<file path="src/rtl/core/matrix_sum_max_product_unit_macros.svh">
// Assertion helpers shared by the RTL of the matrix sum, maximum and product unit.
// Both macros check only while the synchronous active-low reset is released.
`ifndef MATRIX_SUM_MAX_PRODUCT_UNIT_MACROS_SVH
`define MATRIX_SUM_MAX_PRODUCT_UNIT_MACROS_SVH

`ifndef ASSERT_OFF

// The expression must never be true at a rising clock edge.
`define MSMP_ASSERT_NEVER(lbl, clk, rst_n, expr, msg) \
    lbl: assert property (@(posedge clk) disable iff (!(rst_n)) !(expr)) else $error(msg);

// Whenever the antecedent holds, the consequent must hold in the same cycle.
`define MSMP_ASSERT_IMPLY(lbl, clk, rst_n, ante, cons, msg) \
    lbl: assert property (@(posedge clk) disable iff (!(rst_n)) (ante) |-> (cons)) else $error(msg);

`else

`define MSMP_ASSERT_NEVER(lbl, clk, rst_n, expr, msg)
`define MSMP_ASSERT_IMPLY(lbl, clk, rst_n, ante, cons, msg)

`endif

`endif

</file>
<file path="src/rtl/core/msmp_pkg.sv">
// Shared types and constants of the matrix sum, maximum and product unit.
package msmp_pkg;

    // Fixed field widths.
    localparam int DATA_W  = 32;
    localparam int DIM_W   = 3;
    localparam int KIND_W  = 2;
    localparam int IDX_W   = 2;
    localparam int TDATA_W = 40;

    // Default largest matrix size and the reset value of the size register.
    localparam int              MAX_DIM_DEF = 4;
    localparam logic [DIM_W-1:0] DIM_RESET  = 3'd4;

    // Result kinds carried on tuser.
    typedef enum logic [KIND_W-1:0] {
        KIND_SUM  = 2'd0,
        KIND_MAX  = 2'd1,
        KIND_PROD = 2'd2
    } t_kind;

    // Commands from the controller to the datapath.
    typedef struct packed {
        logic load;       // store the accepted element
        logic clr_ij;     // reset row and column counters
        logic next_ij;    // advance to the next row-major position
        logic sum_rd;     // read A and B at the current position
        logic sum_ld;     // load the sum element into the output register
        logic max_ld;     // load the maximum of A into the output register
        logic clr_k_acc;  // reset the inner index and the accumulator
        logic prd_rd;     // read A[i][k] and B[k][j]
        logic prd_mul;    // register the product of the read data
        logic prd_acc;    // add the product and step the inner index
        logic prd_ld;     // load the finished dot product into the output register
    } t_cmd;

    // Status from the datapath to the controller.
    typedef struct packed {
        logic load_done;  // the element being stored completes B
        logic i_last;
        logic j_last;
        logic k_last;
        logic out_free;   // output register is empty
    } t_stat;

    // Clamp a written size to the supported range.
    function automatic int unsigned eff_dim(logic [DIM_W-1:0] d, int unsigned max_dim);
        int unsigned res;
        if (d == '0) begin
            res = 1;
        end else if (int'(d) > max_dim) begin
            res = max_dim;
        end else begin
            res = int'(d);
        end
        return res;
    endfunction

endpackage

</file>
<file path="src/rtl/core/msmp_ram.sv">
// Single-port-write, single-port-read RAM with registered read data.
module msmp_ram #(
    parameter int WIDTH = msmp_pkg::DATA_W,
    parameter int DEPTH = msmp_pkg::MAX_DIM_DEF * msmp_pkg::MAX_DIM_DEF
) (
    input  logic                                     i_clk,
    input  logic                                     i_we,
    input  logic [((DEPTH > 1) ? $clog2(DEPTH) : 1)-1:0] i_waddr,
    input  logic [WIDTH-1:0]                         i_wdata,
    input  logic                                     i_re,
    input  logic [((DEPTH > 1) ? $clog2(DEPTH) : 1)-1:0] i_raddr,
    output logic [WIDTH-1:0]                         o_rdata
);

    logic [WIDTH-1:0] r_mem [DEPTH];
    logic [WIDTH-1:0] r_rdata;

    // Write port.
    always_ff @(posedge i_clk) begin
        if (i_we) begin
            r_mem[i_waddr] <= i_wdata;
        end
    end

    // Registered read port.
    always_ff @(posedge i_clk) begin
        if (i_re) begin
            r_rdata <= r_mem[i_raddr];
        end
    end

    assign o_rdata = r_rdata;

endmodule

</file>
<file path="src/rtl/core/msmp_ctrl.sv">
// Sequencer: loads elements, then steps through the sum, the maximum and the product.
module msmp_ctrl (
    input  logic           i_clk,
    input  logic           i_rst_n,
    input  logic           i_in_valid,
    output logic           o_in_ready,
    input  msmp_pkg::t_stat i_stat,
    output msmp_pkg::t_cmd  o_cmd
);

    typedef enum logic [8:0] {
        S_LOAD    = 9'b000000001,
        S_SUM_RD  = 9'b000000010,
        S_SUM_LD  = 9'b000000100,
        S_SUM_WT  = 9'b000001000,
        S_MAX_WT  = 9'b000010000,
        S_PRD_RD  = 9'b000100000,
        S_PRD_MUL = 9'b001000000,
        S_PRD_ACC = 9'b010000000,
        S_PRD_WT  = 9'b100000000
    } t_state;

    t_state r_state;
    t_state n_state;

    // Next state and command decode.
    always_comb begin
        n_state    = r_state;
        o_cmd      = '0;
        o_in_ready = 1'b0;
        unique case (r_state)
            S_LOAD: begin
                o_in_ready = 1'b1;
                if (i_in_valid) begin
                    o_cmd.load = 1'b1;
                    if (i_stat.load_done) begin
                        o_cmd.clr_ij = 1'b1;
                        n_state      = S_SUM_RD;
                    end
                end
            end
            S_SUM_RD: begin
                o_cmd.sum_rd = 1'b1;
                n_state      = S_SUM_LD;
            end
            S_SUM_LD: begin
                o_cmd.sum_ld = 1'b1;
                n_state      = S_SUM_WT;
            end
            S_SUM_WT: begin
                if (i_stat.out_free) begin
                    if (i_stat.i_last && i_stat.j_last) begin
                        o_cmd.max_ld = 1'b1;
                        o_cmd.clr_ij = 1'b1;
                        n_state      = S_MAX_WT;
                    end else begin
                        o_cmd.next_ij = 1'b1;
                        n_state       = S_SUM_RD;
                    end
                end
            end
            S_MAX_WT: begin
                if (i_stat.out_free) begin
                    o_cmd.clr_k_acc = 1'b1;
                    n_state         = S_PRD_RD;
                end
            end
            S_PRD_RD: begin
                o_cmd.prd_rd = 1'b1;
                n_state      = S_PRD_MUL;
            end
            S_PRD_MUL: begin
                o_cmd.prd_mul = 1'b1;
                n_state       = S_PRD_ACC;
            end
            S_PRD_ACC: begin
                if (i_stat.k_last) begin
                    o_cmd.prd_ld = 1'b1;
                    n_state      = S_PRD_WT;
                end else begin
                    o_cmd.prd_acc = 1'b1;
                    n_state       = S_PRD_RD;
                end
            end
            S_PRD_WT: begin
                if (i_stat.out_free) begin
                    if (i_stat.i_last && i_stat.j_last) begin
                        n_state = S_LOAD;
                    end else begin
                        o_cmd.next_ij   = 1'b1;
                        o_cmd.clr_k_acc = 1'b1;
                        n_state         = S_PRD_RD;
                    end
                end
            end
            default: begin
                n_state = S_LOAD;
            end
        endcase
    end

    // State register.
    always_ff @(posedge i_clk) begin
        if (!i_rst_n) begin
            r_state <= S_LOAD;
        end else begin
            r_state <= n_state;
        end
    end

endmodule

</file>
<file path="src/rtl/core/msmp_dp.sv">
`include "matrix_sum_max_product_unit_macros.svh"

// Datapath: matrix stores, load counter, running maximum, index counters,
// multiply-accumulate and the output register.
module msmp_dp #(
    parameter int MAX_DIM = msmp_pkg::MAX_DIM_DEF
) (
    input  logic                              i_clk,
    input  logic                              i_rst_n,
    input  msmp_pkg::t_cmd                     i_cmd,
    output msmp_pkg::t_stat                    o_stat,
    input  logic [msmp_pkg::DATA_W-1:0]        i_element,
    input  logic                              i_cfg_valid,
    input  logic [msmp_pkg::DIM_W-1:0]         i_cfg_data,
    input  logic                              i_out_ready,
    output logic                              o_out_valid,
    output msmp_pkg::t_kind                    o_out_kind,
    output logic [msmp_pkg::IDX_W-1:0]         o_out_row,
    output logic [msmp_pkg::IDX_W-1:0]         o_out_col,
    output logic [msmp_pkg::DATA_W-1:0]        o_out_value,
    output logic                              o_out_last
);

    localparam int DEPTH = MAX_DIM * MAX_DIM;
    localparam int AW    = (DEPTH > 1) ? $clog2(DEPTH) : 1;
    localparam int NW    = $clog2(MAX_DIM + 1);
    localparam int NNW   = $clog2(DEPTH + 1);
    localparam int PW    = 2 * NW;

    // Size and load state.
    logic [NW-1:0]  r_dim;
    logic [NNW-1:0] r_nn;
    logic [NNW-1:0] r_cnt;
    logic           r_in_b;
    logic [NW-1:0]  w_cfg_dim;
    logic [NW-1:0]  w_rst_dim;

    // Result walk state.
    logic [NW-1:0]  r_i;
    logic [NW-1:0]  r_j;
    logic [NW-1:0]  r_k;
    logic [NW-1:0]  w_dim_m1;

    // Arithmetic.
    logic signed [msmp_pkg::DATA_W-1:0] r_max;
    logic [msmp_pkg::DATA_W-1:0] r_prod;
    logic [msmp_pkg::DATA_W-1:0] r_acc;
    logic [msmp_pkg::DATA_W-1:0] w_mul;
    logic [msmp_pkg::DATA_W-1:0] w_dot;

    // Output register.
    logic                        r_out_valid;
    msmp_pkg::t_kind             r_out_kind;
    logic [msmp_pkg::IDX_W-1:0]  r_out_row;
    logic [msmp_pkg::IDX_W-1:0]  r_out_col;
    logic [msmp_pkg::DATA_W-1:0] r_out_value;
    logic                        r_out_last;

    // Store ports.
    logic                        w_we_a;
    logic                        w_we_b;
    logic                        w_re;
    logic [AW-1:0]               w_raddr_a;
    logic [AW-1:0]               w_raddr_b;
    logic [msmp_pkg::DATA_W-1:0] w_rdata_a;
    logic [msmp_pkg::DATA_W-1:0] w_rdata_b;
    logic [PW-1:0]               w_ij;
    logic [PW-1:0]               w_ik;
    logic [PW-1:0]               w_kj;

    assign w_cfg_dim = NW'(msmp_pkg::eff_dim(i_cfg_data, MAX_DIM));
    assign w_rst_dim = NW'(msmp_pkg::eff_dim(msmp_pkg::DIM_RESET, MAX_DIM));
    assign w_dim_m1  = r_dim - NW'(1);

    // Row-major addresses of the current position and of the dot-product operands.
    assign w_ij = PW'(r_i) * PW'(r_dim) + PW'(r_j);
    assign w_ik = PW'(r_i) * PW'(r_dim) + PW'(r_k);
    assign w_kj = PW'(r_k) * PW'(r_dim) + PW'(r_j);

    assign w_we_a    = i_cmd.load && !r_in_b;
    assign w_we_b    = i_cmd.load && r_in_b;
    assign w_re      = i_cmd.sum_rd || i_cmd.prd_rd;
    assign w_raddr_a = i_cmd.prd_rd ? w_ik[AW-1:0] : w_ij[AW-1:0];
    assign w_raddr_b = i_cmd.prd_rd ? w_kj[AW-1:0] : w_ij[AW-1:0];

    msmp_ram #(
        .WIDTH (msmp_pkg::DATA_W),
        .DEPTH (DEPTH)
    ) u_ram_a (
        .i_clk   (i_clk),
        .i_we    (w_we_a),
        .i_waddr (r_cnt[AW-1:0]),
        .i_wdata (i_element),
        .i_re    (w_re),
        .i_raddr (w_raddr_a),
        .o_rdata (w_rdata_a)
    );

    msmp_ram #(
        .WIDTH (msmp_pkg::DATA_W),
        .DEPTH (DEPTH)
    ) u_ram_b (
        .i_clk   (i_clk),
        .i_we    (w_we_b),
        .i_waddr (r_cnt[AW-1:0]),
        .i_wdata (i_element),
        .i_re    (w_re),
        .i_raddr (w_raddr_b),
        .o_rdata (w_rdata_b)
    );

    // Status to the controller.
    assign o_stat.load_done = r_in_b && (r_cnt == r_nn - NNW'(1));
    assign o_stat.i_last    = (r_i == w_dim_m1);
    assign o_stat.j_last    = (r_j == w_dim_m1);
    assign o_stat.k_last    = (r_k == w_dim_m1);
    assign o_stat.out_free  = !r_out_valid;

    // Size register and load counter; a size write abandons a partial load.
    always_ff @(posedge i_clk) begin
        if (!i_rst_n) begin
            r_dim  <= w_rst_dim;
            r_nn   <= NNW'(w_rst_dim) * NNW'(w_rst_dim);
            r_cnt  <= '0;
            r_in_b <= 1'b0;
        end else if (i_cfg_valid) begin
            r_dim  <= w_cfg_dim;
            r_nn   <= NNW'(w_cfg_dim) * NNW'(w_cfg_dim);
            r_cnt  <= '0;
            r_in_b <= 1'b0;
        end else if (i_cmd.load) begin
            if (r_cnt == r_nn - NNW'(1)) begin
                r_cnt  <= '0;
                r_in_b <= !r_in_b;
            end else begin
                r_cnt <= r_cnt + NNW'(1);
            end
        end
    end

    // Running maximum of A, taken as its elements arrive.
    always_ff @(posedge i_clk) begin
        if (w_we_a) begin
            if (r_cnt == '0 || $signed(i_element) > r_max) begin
                r_max <= $signed(i_element);
            end
        end
    end

    // Row, column and inner index counters.
    always_ff @(posedge i_clk) begin
        if (!i_rst_n) begin
            r_i <= '0;
            r_j <= '0;
            r_k <= '0;
        end else begin
            if (i_cmd.clr_ij) begin
                r_i <= '0;
                r_j <= '0;
            end else if (i_cmd.next_ij) begin
                if (r_j == w_dim_m1) begin
                    r_j <= '0;
                    r_i <= r_i + NW'(1);
                end else begin
                    r_j <= r_j + NW'(1);
                end
            end
            if (i_cmd.clr_k_acc) begin
                r_k <= '0;
            end else if (i_cmd.prd_acc) begin
                r_k <= r_k + NW'(1);
            end
        end
    end

    // Multiply-accumulate: the low 32 bits of each product are all that matter.
    assign w_mul = w_rdata_a * w_rdata_b;
    assign w_dot = r_acc + r_prod;

    always_ff @(posedge i_clk) begin
        if (i_cmd.prd_mul) begin
            r_prod <= w_mul;
        end
        if (i_cmd.clr_k_acc) begin
            r_acc <= '0;
        end else if (i_cmd.prd_acc) begin
            r_acc <= w_dot;
        end
    end

    // Output register valid flag.
    always_ff @(posedge i_clk) begin
        if (!i_rst_n) begin
            r_out_valid <= 1'b0;
        end else if (i_cmd.sum_ld || i_cmd.max_ld || i_cmd.prd_ld) begin
            r_out_valid <= 1'b1;
        end else if (r_out_valid && i_out_ready) begin
            r_out_valid <= 1'b0;
        end
    end

    // Output register payload.
    always_ff @(posedge i_clk) begin
        priority if (i_cmd.sum_ld) begin
            r_out_kind  <= msmp_pkg::KIND_SUM;
            r_out_row   <= msmp_pkg::IDX_W'(r_i);
            r_out_col   <= msmp_pkg::IDX_W'(r_j);
            r_out_value <= w_rdata_a + w_rdata_b;
            r_out_last  <= 1'b0;
        end else if (i_cmd.max_ld) begin
            r_out_kind  <= msmp_pkg::KIND_MAX;
            r_out_row   <= '0;
            r_out_col   <= '0;
            r_out_value <= r_max;
            r_out_last  <= 1'b0;
        end else if (i_cmd.prd_ld) begin
            r_out_kind  <= msmp_pkg::KIND_PROD;
            r_out_row   <= msmp_pkg::IDX_W'(r_i);
            r_out_col   <= msmp_pkg::IDX_W'(r_j);
            r_out_value <= w_dot;
            r_out_last  <= o_stat.i_last && o_stat.j_last;
        end else begin
            r_out_kind <= r_out_kind;
        end
    end

    assign o_out_valid = r_out_valid;
    assign o_out_kind  = r_out_kind;
    assign o_out_row   = r_out_row;
    assign o_out_col   = r_out_col;
    assign o_out_value = r_out_value;
    assign o_out_last  = r_out_last;

    // A result is never loaded over one that has not been taken.
    `MSMP_ASSERT_NEVER(a_no_overwrite, i_clk, i_rst_n, (i_cmd.sum_ld || i_cmd.max_ld || i_cmd.prd_ld) && r_out_valid, "result loaded into a full output register")

    // The load counter stays inside the current matrix.
    `MSMP_ASSERT_NEVER(a_cnt_range, i_clk, i_rst_n, r_cnt >= r_nn, "load counter beyond matrix size")

    // The end-of-run mark only travels with a product element.
    `MSMP_ASSERT_IMPLY(a_last_kind, i_clk, i_rst_n, r_out_valid && r_out_last, r_out_kind == msmp_pkg::KIND_PROD, "last flag on a non-product result")

    // Elements are stored only while no result is pending.
    `MSMP_ASSERT_IMPLY(a_load_idle, i_clk, i_rst_n, i_cmd.load, !r_out_valid, "element stored while results are pending")

endmodule

</file>
<file path="src/rtl/core/matrix_sum_max_product_unit.sv">
// Matrix sum, maximum and product unit. Elements of two square dim x dim signed
// 32-bit matrices arrive on the input stream, all of A and then all of B in
// row-major order, one transaction each; the size register (1 to MAX_DIM, 0 acts
// as 1, larger values as MAX_DIM) may be written only while the block is idle and
// restarts loading at A. Loading takes one cycle per element. The transaction that
// completes B starts the result phase, during which no input is taken: first the
// element-wise sum A+B row-major (tuser kind 0), then one item with the largest
// element of A (kind 1), then the product A*B row-major (kind 2) with tlast on its
// final element; all arithmetic wraps to 32 bits. Each matrix store has a single
// read port, and one shared multiplier serves every product term; its result is
// registered before it reaches the accumulator.
module matrix_sum_max_product_unit #(
    parameter int MAX_DIM = msmp_pkg::MAX_DIM_DEF
) (
    input  logic                               i_clk,
    input  logic                               i_rst_n,
    // Input elements.
    input  logic                               i_s_axis_tvalid,
    output logic                               o_s_axis_tready,
    input  logic [msmp_pkg::DATA_W-1:0]         i_s_axis_tdata,  // [31:0] element
    // Results.
    output logic                               o_m_axis_tvalid,
    input  logic                               i_m_axis_tready,
    output logic [msmp_pkg::TDATA_W-1:0]        o_m_axis_tdata,  // [1:0] row, [3:2] col,
                                                                 // [35:4] value, [39:36] zero
    output logic [msmp_pkg::KIND_W-1:0]         o_m_axis_tuser,  // [1:0] kind
    output logic                               o_m_axis_tlast,
    // Size register write.
    input  logic                               i_cfg_valid,
    output logic                               o_cfg_ready,
    input  logic [msmp_pkg::DIM_W-1:0]          i_cfg_data
);

    msmp_pkg::t_cmd              w_cmd;
    msmp_pkg::t_stat             w_stat;
    msmp_pkg::t_kind             w_kind;
    logic [msmp_pkg::IDX_W-1:0]  w_row;
    logic [msmp_pkg::IDX_W-1:0]  w_col;
    logic [msmp_pkg::DATA_W-1:0] w_value;

    msmp_ctrl u_ctrl (
        .i_clk      (i_clk),
        .i_rst_n    (i_rst_n),
        .i_in_valid (i_s_axis_tvalid),
        .o_in_ready (o_s_axis_tready),
        .i_stat     (w_stat),
        .o_cmd      (w_cmd)
    );

    msmp_dp #(
        .MAX_DIM (MAX_DIM)
    ) u_dp (
        .i_clk       (i_clk),
        .i_rst_n     (i_rst_n),
        .i_cmd       (w_cmd),
        .o_stat      (w_stat),
        .i_element   (i_s_axis_tdata),
        .i_cfg_valid (i_cfg_valid),
        .i_cfg_data  (i_cfg_data),
        .i_out_ready (i_m_axis_tready),
        .o_out_valid (o_m_axis_tvalid),
        .o_out_kind  (w_kind),
        .o_out_row   (w_row),
        .o_out_col   (w_col),
        .o_out_value (w_value),
        .o_out_last  (o_m_axis_tlast)
    );

    // Size writes are always taken.
    assign o_cfg_ready = 1'b1;

    // Result packing.
    assign o_m_axis_tdata = {4'b0000, w_value, w_col, w_row};
    assign o_m_axis_tuser = w_kind;

endmodule
</file>
<file path="config.mk">
export PLATFORM = sky130hd
export DESIGN_NAME = matrix_sum_max_product_unit
export DESIGN_NICKNAME = d
export VERILOG_FILES = /design/src/rtl/core/msmp_pkg.sv /design/src/rtl/core/msmp_ram.sv /design/src/rtl/core/msmp_ctrl.sv /design/src/rtl/core/msmp_dp.sv /design/src/rtl/core/matrix_sum_max_product_unit.sv
export VERILOG_INCLUDE_DIRS = /design/src /design/src/rtl/core
export SDC_FILE = /design/constraint.sdc
export NUM_CORES = 2
export LEC_CHECK = 0
export BUFFER_PORTS_ARGS = -buffer_cell sky130_fd_sc_hd__clkbuf_2
export CAP_MARGIN = 5
export CELL_PAD_IN_SITES_DETAIL_PLACEMENT = 1
export CELL_PAD_IN_SITES_GLOBAL_PLACEMENT = 2
export CORE_ASPECT_RATIO = 0.75
export CORE_MARGIN = 2
export CORE_UTILIZATION = 30
export CTS_CLUSTER_SIZE = 16
export DETAILED_ROUTE_END_ITERATION = 8
export GPL_ROUTABILITY_DRIVEN = 0
export PLACE_DENSITY_LB_ADDON = 0.25
export SYNTH_ARGS = -nofsm -noshare
export SYNTH_HDL_FRONTEND = slang
export SYNTH_HIERARCHICAL = 1
export SYNTH_SLANG_ARGS = --single-unit
</file>
<file path="constraint.sdc">
create_clock -name i_clk -period 6.3 [get_ports i_clk]
set_input_delay 1.26 -clock i_clk [delete_from_list [all_inputs] [get_ports i_clk]]
set_output_delay 1.26 -clock i_clk [all_outputs]
set_load 0.05 [all_outputs]
</file>
==> metrics.log <==
[metrics] global-route wire length before repair: between 300000 and 400000 µm
[metrics] Maximum Capacitance Violations: 0
[metrics] area of the mapped netlist: roughly 67000 µm²
[metrics] cell family contributing the most delay on the critical path: adder cells
[metrics] post-synth cell types: 87
[metrics] die extent in x: about 550 µm
[metrics] number of global-route vias before repair: 42200
[metrics] vias after detailed routing: approximately 39000
[metrics] Post-synth top flop: sky130_fd_sc_hd__edfxtp_1
[metrics] leakage: about 29 nW
[metrics] Std-Cell Rows: 150
[metrics] Post-Route Hold Slack: 0.471 ns
[metrics] count of final setup violators: 17
[metrics] cell taking the most area after synthesis: sky130_fd_sc_hd__edfxtp_1
[metrics] Hold WC Path Type: reg2reg
[metrics] count of clock tree sinks: 1254
[metrics] max incr delay on CP: ~0.55 ns
[metrics] DIE HEIGHT: about 410 µm
[metrics] Internal Dissipation: roughly 15 mW
[metrics] post-DR vias/cell: approximately 4.9
[metrics] Num CTS Buffers: approximately 140
[metrics] register clock-pin slew on the reported worst setup and hold paths: approximately 0.060 ns
[metrics] combinational fraction of design power: approximately 14%
[metrics] drt drc: 0
[metrics] share of synthesized registers carrying an async set or reset: 0%
[metrics] violated checks: negative setup slack
[metrics] final period utilization: 108%
[metrics] dominant cell type by count on the critical path: sky130_fd_sc_hd__fa_1
[metrics] worst-margin pin slew: about 1.1 ns
[metrics] die area: about 230000 µm²
[metrics] antenna violations before repair: 29
[metrics] type of the setup path with the least slack: reg2reg
[metrics] core region area: 222000 µm²
[metrics] most frequent cell after synthesis: sky130_fd_sc_hd__edfxtp_1
[metrics] kind of end point of the critical path: register
[metrics] part of the total power dissipated in the clock network: between 30% and 40%
[metrics] final routed wirelength across all metal layers: 218000 µm
[metrics] area fraction of the dominant cell type after synthesis: a little over half
[metrics] count of flip-flops with a built-in enable after synthesis: approximately 1200
[metrics] average instance area after synthesis: 14.8 µm²
[metrics] Critical-path top delay cell: sky130_fd_sc_hd__fa_1
[metrics] run status: complete, but fails checks
[metrics] maximum buffer depth of the clock tree: 4
[metrics] global-route congestion overflow total: 0
[metrics] count of yosys warnings during synthesis: 6
[metrics] count of port buffers added during placement: 80
[metrics] CTS root buf: sky130_fd_sc_hd__clkbuf_16
[metrics] Sw Ratio: around a quarter
[metrics] Syn-to-layout area delta: 18.3%
[metrics] Power Dens Cells: about 250 nW/µm²
[metrics] post-layout min period: 6.82 ns
[metrics] ratio of cells with drive above 1 in the final layout: between 20% and 30%
[metrics] clock tree from TritonCTS: yes
[metrics] leading cell types by count after synthesis: sky130_fd_sc_hd__edfxtp_1, sky130_fd_sc_hd__inv_1, sky130_fd_sc_hd__fa_1
[metrics] sort of element at the start of the critical path: register
[metrics] # fillers: approximately 23000
[metrics] count of endpoints failing hold in the final timing report: 0
[metrics] flops & latches, synth: between 1000 and 1500
[metrics] share of power burned in registers: between 40% and 50%
[metrics] largest driver fanout on the critical path: 7
[metrics] All-Layer GR Usage: between 10% and 20%
[metrics] top cells by area in the synthesized netlist: sky130_fd_sc_hd__edfxtp_1, sky130_fd_sc_hd__fa_1, sky130_fd_sc_hd__mux4_2, sky130_fd_sc_hd__ha_1, sky130_fd_sc_hd__and2_1
[metrics] total buffers and inverters traversed by the critical path: 6
[metrics] TritonRoute pass-1 iters: 7
[metrics] switching power: around 5.0 mW
[metrics] clock tree skew after final layout: 0.0614 ns
[metrics] RSZ-0062 raised after global routing: true
[metrics] largest net degree at the start of global routing: 53
[metrics] Slew Limit Fails: 0
[metrics] required time at the worst-slack endpoint: ~6.8 ns
[metrics] Max Freq: 0.147 GHz
[metrics] Final ANT Viol Nets: 0
[metrics] data arrival at the endpoint of the critical path: about 7.3 ns
[metrics] insertion delay to the later sink of the worst-skew pair: about 0.80 ns
[metrics] initial detailed-routing violation count: 3326
[metrics] total design power: around 20 mW
[metrics] number of H-tree levels: 4
[metrics] estimated wirelength of the detail-placed design: roughly 150000 µm
[metrics] sequential cell area fraction in the yosys report: a little under three fifths
[metrics] net count reported at finish: approximately 5700
[metrics] maximum resistive drop on vdd: 0.224 mV
[metrics] average wire per cell in the routed design: 27.1 µm
[metrics] number of hold-repair buffers added at the cts stage: 0
[metrics] Worst Setup Slack, final: -0.522 ns
[metrics] initial core utilization: a little under a third
[metrics] number of instances in the synthesized netlist: 4539
[metrics] slew margin rel.: between 20% and 30%
[metrics] number of top-level pins: 86
-- cell families (layout without fill, tap and decap cells) --
group	Yosys count	in the layout	synth area share [%]
AO/OA/AOI/OAI	463	463	4.75
XOR/XNOR	173	173	2.28
adder cells (fa/ha/maj)	656	656	16.9
buffers and inverters	667	1191	3.89
flip-flops	1254	1254	55.2
multiplexers	308	308	9.38
other	3	14	0.0168
AND/OR/NAND/NOR	1015	1015	7.60
-- metal layers --
layer  vias up  track usage [%]  share of wire [%]
li1      17200                -                  -
met1     21100             28.1                 47
met2       943             29.8                 45
met3       217             3.71                6.2
met4         2             4.34                2.1
met5         -                0             0.0060
-- metrics by stage --
step | cells | setup TNS, ns | util, % | area (µm²) | setup WS [ns]
3_5_place_dp | 7762 | -8.41 | 33.3 | 74100 | -0.768
3_3_place_gp | 7762 | -7.39 | 33.3 | 74100 | -0.711
4_1_cts | 8022 | -5.62 | 35.5 | 79000 | -0.587
5_1_grt | 8033 | -8.86 | 35.6 | 79300 | -0.743
6_report | 8038 | -5.22 | 35.6 | 79300 | -0.522
2_1_floorplan | 4542 | -1.06 | - | 67200 | -0.352
-- state kept, by name (all words and copies together), names as in the netlist, 5 cells and up --
register              flops
u_dp/u_ram_a/r_mem      512
u_dp/u_ram_b/r_mem      512
u_dp/o_out_value         32
u_dp/r_acc               32
u_dp/r_max               32
u_dp/r_prod              32
u_dp/u_ram_a/o_rdata     32
u_dp/u_ram_b/o_rdata     32
u_ctrl/r_state            9
u_dp/r_cnt                5
-- layout make-up --
class                           count  area (µm²)  share of cell area (%)
Multi-Input combinational cell   2621       28400                    35.9
Antenna cell                        8        20.0                  0.0253
Clock inverter                     74         582                   0.734
Sequential cell                  1254       37000                    46.7
Inverter                          467        1750                    2.21
Clock buffer                      167        3690                    4.65
Timing Repair Buffer              483        4090                    5.16
Tap cell                         2964        3710                    4.68
-- layout by cell type, fill, tap and decap left out, drive strengths merged, types with 8 or more instances in the layout --
master	instances
mux2i	50
nor2	132
nand4	15
o21a	20
fa	416
a21oi	101
a31oi	15
clkinv	58
edfxtp	1188
mux4	256
inv	471
o31ai	8
a22oi	130
o21bai	10
and3	12
a21o	44
nand2b	21
ha	240
and2	314
xor2	46
dfxtp	66
nor4	8
nor3	29
xnor2	126
nor2b	32
nand2	390
or2	8
a211oi	21
clkbuf	247
nand3	21
diode	8
buf	403
o21ai	62
-- power groups by stage --
stage	logic, mW	registers, mW	clock network [mW]
CTS	2.78	9.33	8.13
floorplan	1.36	9.47	0
global route	3.17	9.33	8.43
global placement	2.54	9.50	0
detailed placement	2.56	9.50	0
finish	2.88	9.33	7.90
-- path summary, 6_finish.rpt --
kind	from	to	slack [ns]	depth (start not counted)
max	u_dp/u_ram_b/o_rdata[6]	u_dp/r_prod[30]	-0.52	26
min	u_dp/o_out_kind[1]	u_dp/o_out_kind[1]	0.47	2
max reg2reg	u_dp/u_ram_b/o_rdata[6]	u_dp/r_prod[30]	-0.52	26
min reg2reg	u_dp/o_out_kind[1]	u_dp/o_out_kind[1]	0.47	2
-- what timing repair did --
action | in CTS | in global routing
setup endpoints to repair | 18 | 20
buffers inserted | 22 | 12
pin swaps | 57 | 44
gates resized for setup | 97 | 47
-- worst register-to-register path, stage by stage (launching register included) --
cell and delay, ns:
sky130_fd_sc_hd__edfxtp_1 0.41, sky130_fd_sc_hd__buf_12 0.17, sky130_fd_sc_hd__and2_4 0.17, sky130_fd_sc_hd__fa_1 0.55
sky130_fd_sc_hd__fa_2 0.45, sky130_fd_sc_hd__fa_1 0.53, sky130_fd_sc_hd__inv_2 0.04, sky130_fd_sc_hd__fa_1 0.55
sky130_fd_sc_hd__inv_2 0.04, sky130_fd_sc_hd__fa_1 0.54, sky130_fd_sc_hd__fa_1 0.43, sky130_fd_sc_hd__fa_1 0.50
sky130_fd_sc_hd__inv_1 0.05, sky130_fd_sc_hd__fa_1 0.47, sky130_fd_sc_hd__inv_1 0.05, sky130_fd_sc_hd__ha_2 0.18
sky130_fd_sc_hd__a21o_1 0.16, sky130_fd_sc_hd__a21oi_2 0.14, sky130_fd_sc_hd__nor2b_2 0.06, sky130_fd_sc_hd__nor2_2 0.17
sky130_fd_sc_hd__o21ai_2 0.08, sky130_fd_sc_hd__nor4_2 0.14, sky130_fd_sc_hd__buf_4 0.16, sky130_fd_sc_hd__o31ai_2 0.07
sky130_fd_sc_hd__a31oi_1 0.19, sky130_fd_sc_hd__o21bai_1 0.11, sky130_fd_sc_hd__xor2_1 0.15
(Power assumes the default switching activity.)
